File: config.mk
export PLATFORM = sky130hd
export DESIGN_NAME = cce_stats
export DESIGN_NICKNAME = d
export VERILOG_FILES = /design/src/rtl/core/cce_pkg.sv /design/src/rtl/core/cce_stats.sv
export SDC_FILE = /design/constraint.sdc
export NUM_CORES = 1
export LEC_CHECK = 0
export BUFFER_PORTS_ARGS = -buffer_cell sky130_fd_sc_hd__buf_2
export CELL_PAD_IN_SITES_DETAIL_PLACEMENT = 0
export CELL_PAD_IN_SITES_GLOBAL_PLACEMENT = 1
export CORE_UTILIZATION = 40
export DETAILED_ROUTE_END_ITERATION = 8
export PLACE_DENSITY_LB_ADDON = 0.1
export SYNTH_ARGS = -nofsm -noshare
export SYNTH_HDL_FRONTEND = slang
export SYNTH_SLANG_ARGS = --single-unit
File: constraint.sdc
create_clock -name clock -period 3.2 [get_ports clock]
set_input_delay 0.32 -clock clock [delete_from_list [all_inputs] [get_ports clock]]
set_output_delay 0.32 -clock clock [all_outputs]
set_load 0.02 [all_outputs]
File: src/rtl/core/cce_pkg.sv
// ----------------------------------------------------------------------------
// cce_pkg
// Shared types, codes and helper functions of the cheat compare/write engine.
// ----------------------------------------------------------------------------
`default_nettype none

package cce_pkg;

   // Table geometry
   localparam int ENTRY_COUNT = 64;
   localparam int SLOT_W      = (ENTRY_COUNT > 1) ? $clog2(ENTRY_COUNT) : 1;

   // Statistic counters
   localparam int CNT_COUNT = 8;
   localparam int CNT_SEL_W = 3;

   localparam logic [CNT_SEL_W-1:0] CNT_DISABLED = 3'd0;
   localparam logic [CNT_SEL_W-1:0] CNT_ONCE     = 3'd1;
   localparam logic [CNT_SEL_W-1:0] CNT_ATTEMPT  = 3'd2;
   localparam logic [CNT_SEL_W-1:0] CNT_READFAIL = 3'd3;
   localparam logic [CNT_SEL_W-1:0] CNT_CMPMISS  = 3'd4;
   localparam logic [CNT_SEL_W-1:0] CNT_WRFAIL   = 3'd5;
   localparam logic [CNT_SEL_W-1:0] CNT_APONCE   = 3'd6;
   localparam logic [CNT_SEL_W-1:0] CNT_APPLIED  = 3'd7;

   // Access width codes
   localparam logic [1:0] WIDTH_BYTE = 2'd0;
   localparam logic [1:0] WIDTH_HALF = 2'd1;
   localparam logic [1:0] WIDTH_WORD = 2'd2;

   typedef enum logic [1:0] {
      OP_LOAD      = 2'd0,
      OP_APPLY     = 2'd1,
      OP_READ_CNT  = 2'd2,
      OP_CLEAR_CNT = 2'd3
   } op_type;

   typedef enum logic [3:0] {
      OUT_DISABLED  = 4'd0,
      OUT_ONCE_DONE = 4'd1,
      OUT_READ_FAIL = 4'd2,
      OUT_CMP_MISS  = 4'd3,
      OUT_WR_FAIL   = 4'd4,
      OUT_APPLIED   = 4'd5,
      OUT_LOADED    = 4'd6,
      OUT_REJECTED  = 4'd7,
      OUT_OTHER     = 4'd8
   } outcome_type;

   // Request payload
   typedef struct packed {
      logic [1:0]  op;
      logic [5:0]  index;
      logic        enabled;
      logic        once;
      logic [1:0]  width_code;
      logic [31:0] address;
      logic [31:0] value;
      logic        has_compare;
      logic [31:0] compare_value;
      logic [31:0] read_data;
      logic        read_ok;
      logic        write_ok;
   } req_type;

   // Response payload
   typedef struct packed {
      logic [3:0]  outcome;
      logic        write_request;
      logic [31:0] write_address;
      logic [31:0] write_data;
      logic [2:0]  write_size;
      logic [31:0] counter_value;
   } rsp_type;

   // One stored table entry (100 bits)
   typedef struct packed {
      logic        once;
      logic [1:0]  width_code;
      logic [31:0] address;
      logic [31:0] value;
      logic        has_compare;
      logic [31:0] compare_value;
   } entry_type;

   // Request as held between the front stage and the evaluation stage
   typedef struct packed {
      logic        valid;
      op_type      op;
      logic [5:0]  index;
      logic        in_range;
      logic        load_ok;
      logic [31:0] read_data;
      logic        read_ok;
      logic        write_ok;
   } stage_type;

   // Flag update from an accepted load
   typedef struct packed {
      logic              valid;
      logic [SLOT_W-1:0] slot;
      logic              enabled;
   } flag_load_type;

   // Counter update from the evaluation stage
   typedef struct packed {
      logic [CNT_COUNT-1:0] inc;
      logic                 clear;
   } stat_event_type;

   function automatic logic [31:0] width_mask(input logic [1:0] code);
      logic [31:0] mask;
      case (code)
         WIDTH_BYTE: mask = 32'h0000_00ff;
         WIDTH_HALF: mask = 32'h0000_ffff;
         default:    mask = 32'hffff_ffff;
      endcase
      return mask;
   endfunction

   function automatic logic [2:0] width_bytes(input logic [1:0] code);
      logic [2:0] nb;
      case (code)
         WIDTH_BYTE: nb = 3'd1;
         WIDTH_HALF: nb = 3'd2;
         WIDTH_WORD: nb = 3'd4;
         default:    nb = 3'd0;
      endcase
      return nb;
   endfunction

endpackage

`default_nettype wire

File: src/rtl/core/cce_stats.sv
// ----------------------------------------------------------------------------
// cce_stats
// Eight wrapping 32-bit statistic counters with clear and one read port.
// ----------------------------------------------------------------------------
`default_nettype none

module cce_stats (
   input  wire                              clock,
   input  wire                              reset,
   input  cce_pkg::stat_event_type          stat_event,
   input  wire [cce_pkg::CNT_SEL_W-1:0]     rd_sel,
   output logic [31:0]                      rd_value
);

   logic [31:0] counter_ff [cce_pkg::CNT_COUNT];

   // Advance each counter on its own event, drop all on clear
   always_ff @(posedge clock) begin
      if (reset || stat_event.clear) begin
         for (int k = 0; k < cce_pkg::CNT_COUNT; k++) begin
            counter_ff[k] <= 32'd0;
         end
      end else begin
         for (int k = 0; k < cce_pkg::CNT_COUNT; k++) begin
            if (stat_event.inc[k]) begin
               counter_ff[k] <= counter_ff[k] + 32'd1;
            end
         end
      end
   end

   assign rd_value = counter_ff[rd_sel];

endmodule

`default_nettype wire

After elaboration in Yosys (flattened, before gate mapping). Memory sizes are Yosys's and may differ from the RTL's. Cells that the tools add are included. W data, S select, Z words.

Flip-flop bits (word level): 0. Bits in writable memories: 256. Bits of input ports: 14. Memories: 1.

Memories: counter_ff (depth 8, bits a word 32, rd ports 9, clocked after memory_dff 0, wr ports 8, RTL line cce_stats.sv:15) `logic [31:0] counter_ff [cce_pkg::CNT_COUNT];`.

$add $sub $neg: 8. Mux-type cells: 34. Bitwise logic cells: 8. Reductions and logical operators: 1.

Operator list (count): $add A32 B1 Y32 const B (8); $mux W32 (8); $mux W1 (26); $or A1 B1 Y1 (8); $logic_or A1 B1 Y1 (1).

Logic depth before layout (Yosys ltp).
Depth after elaboration: 4. Mapped depth: 8. Depth with buffers taken out: 5.

Worst setup path after synthesis. No wires, ideal clock.

Path kind: input -> output. From: input rd_sel[0] in the netlist's numbering. To: output rd_value[17]. Data arrival time: 2.026 ns. Data required time: 2.880 ns. Setup slack: 0.854 ns. Stages: 4. Path buffers: 2. Cell sequence: buf_2 buf_1 mux4_1 mux2_2.

Cells in the longest elaborated chain, start to end: 1.

RTL lines: start, declared (RTL line cce_stats.sv:11) `input wire [cce_pkg::CNT_SEL_W-1:0] rd_sel,`; $mem_v2 Z8 W32; end, declared (RTL line cce_stats.sv:12) `output logic [31:0] rd_value`.

Every way passes these cells.

==> run metrics <==
most used cell, CP=or4_1; final RePlAce weighted congestion=0.832; main combinational cell family by area after synthesis=simple AND/OR/NAND/NOR gates; vias in the first global route=12288; share of layout cells above drive strength 1=15.1%; global route total overflow=0; # DRC=0; crit path cell chain=ha_1 > nand3_1 > or4_1 > or4_1 > a21oi_1; IO Port Bufs=45; Slew @ Worst Pin=0.867 ns; antenna violations before repair=1; Net count, final=1576; Min Hold Slack=0.225 ns; GRT Overall Usage=24.6%; hold violation total from the final report=0; first-pass GRT wire length=77.5 mm; synthesized instance count=1526; Clock Pin Slew Worst Setup and Hold Paths=0.06 ns; CTS buffer count=34; Seq/Total Area, Yosys=47.1%; Detail Placement HPWL=36.4 mm; Routed Wire Length=50.8 mm; MaxCap Viol Count=0; CTS Buffer Depth=3; Lkg Pwr=5.67 nW; Setup CP Type=flop to flop; Worst Path Max Fanout=16; crit path launch type=flop; Synth Area in Adders=0.613%; total power divided by cell area=462 nW/um^2; Sink Count=256; ANT cells=0; Slew Viols, Final=0; dpl ws=0.680 ns; Setup TNS=0 ns; period utilization=80.2%; Rel. slew slack=41.7%; RSZ-0062 raised after global routing=no; largest net degree at the start of global routing=37; Worst EP required=3.59 ns; worst-skew pair later-pin latency=0.54 ns; fmax=390 MHz; Root Buffer=clkbuf_16; most common cell after layout, fill and taps aside=edfxtp_1; multiplexer share of the synthesized area=12.3%; biggest regs=counter_ff (256); flops & latches, synth=256; commonest cells after routing, fill and taps aside=edfxtp_1, a21oi_1, nand2_1, nor2_1, nand3_1; register area=7690 sq um; WL/cell=24.2 microns; Synth Area in Compound Gates=9.11%; H-tree levels=2; Top reg by flops=counter_ff; Syn Area/Cell=10.7 sq um; outcome=complete, no violations; Simple-Gate Fraction of Synth Area=23.0%; # hold bufs at CTS=0; Via Count=13163; final design utilization=45.5%; Final WS setup=0.633 ns; synth unique cells=46; Largest stage delay, worst path=0.85 ns; Die Ht=204 microns; Worst Skew=0.0134 ns; top-level port count=46; syn_nets=1548; CTS tree=yes; DRT iter0 DRCs=1101; synthesized area=16300 sq um; Critical-path top delay cell=or4_1; CP arrival=2.95 ns; core area=40000 sq um; worst vdd ir=0.000355 V; Setup Viol. Count Final=0; Die W=204 microns; Worst Hold Class=input pin to flop; TritonRoute pass-1 iters=5; warning count from the yosys run=0; area occupied by multi-input gates=8170 sq um; Vias/cell=6.26; post-CTS setup buffers=0; Area Growth Syn to Fin=11.5%; Tmin final=2.57 ns; Post-CTS Resized=0; max FFs per register=256; Initial Util=40.8%; CP endpoint kind=flop; Final ANT Viol Nets=0; Post-Synth XOR/XNOR Area=4.93%; number of cell rows=73; die area=41700 sq um; fillcell total=3776
## report_power, final
part | internal, W | switching (W) | leakage (nW)
combinational | 0.000268 | 0.000364 | 2.18
sequential | 0.00385 | 0.000261 | 2.98
clock | 0.00217 | 0.00151 | 0.506
## path summary, 6_finish.rpt
| kind | startpoint | endpoint | slack (ns) | cells after the start |
|---|---|---|---|---|
| worst min register to register | counter_ff[6][31] | counter_ff[6][31] | 0.65 | 2 |
| worst min-delay path | stat_event[2] | counter_ff[1][1] | 0.23 | 2 |
| worst max-delay path | counter_ff[1][0] | counter_ff[1][28] | 0.63 | 5 |
| worst max register to register | counter_ff[1][0] | counter_ff[1][28] | 0.63 | 5 |
## per-stage QoR
stage	power, W	instances	instance area, sq um
global placement	0.00480	2043	17200
floorplan	0.00450	1526	16300
CTS	0.00851	2103	18200
finish	0.00842	2103	18200
detailed placement	0.00481	2043	17200
global route	0.00869	2103	18200
## cells by family (layout without fill, tap and decap cells)
family,after synthesis,after routing
simple gates,676,676
flops,256,256
compound gates,254,254
buf+inv,124,176
mux,116,116
xor+xnor,92,92
fa+ha+maj,8,8
## cells in the mapped netlist, drive strengths merged
cell | instances | area share (%)
nand4 | 74 | 3.0
nand3 | 84 | 2.6
a31oi | 3 | 0.11
edfxtp | 256 | 47
nand2b | 9 | 0.34
nor3b | 1 | 0.046
ha | 8 | 0.61
and2 | 15 | 0.57
nand4b | 1 | 0.054
xnor2 | 58 | 3.1
inv | 33 | 0.76
a41o | 3 | 0.19
or2 | 11 | 0.42
o21ai | 54 | 1.7
o31ai | 65 | 3.0
or4 | 78 | 3.6
or3b | 1 | 0.054
clkbuf | 67 | 1.5
mux2i | 20 | 1.2
o311ai | 4 | 0.21
nor3 | 28 | 0.86
a21oi | 119 | 3.6
o21a | 2 | 0.092
nor4 | 37 | 1.5
and3 | 18 | 0.69
o41ai | 2 | 0.11
buf | 24 | 0.67
mux2 | 32 | 2.2
nand2 | 111 | 2.6
or3 | 67 | 2.6
and4 | 30 | 1.6
nor2 | 110 | 2.5
xor2 | 34 | 1.8
mux4 | 64 | 8.8
nand4bb | 1 | 0.069
o31a | 2 | 0.11
## routing by layer
layer  global-route usage [%]  wire length, microns
met5                        0                     0
met4                     7.52                  1200
met3                     3.56                  3400
met2                     35.6                 21800
met1                     37.8                 24500
## critical path: cells and delay by family, from the launching register on
family                     cells  cell delay [ns]
AOI/OAI and AO/OA              1             0.16
adders and majority gates      1             0.23
DFF                            1             0.43
and+or+nand+nor                3             1.60
## cell type report
cell class                 count  area share [%]
clock buffer                  45            5.25
inverter                      33           0.680
sequential                   256            42.2
tap                          525            3.61
timing repair buffer          83            2.97
multi-input combinational   1146            44.8
clock inverter                15           0.467
Note: power is estimated with default switching activity, not from simulation.
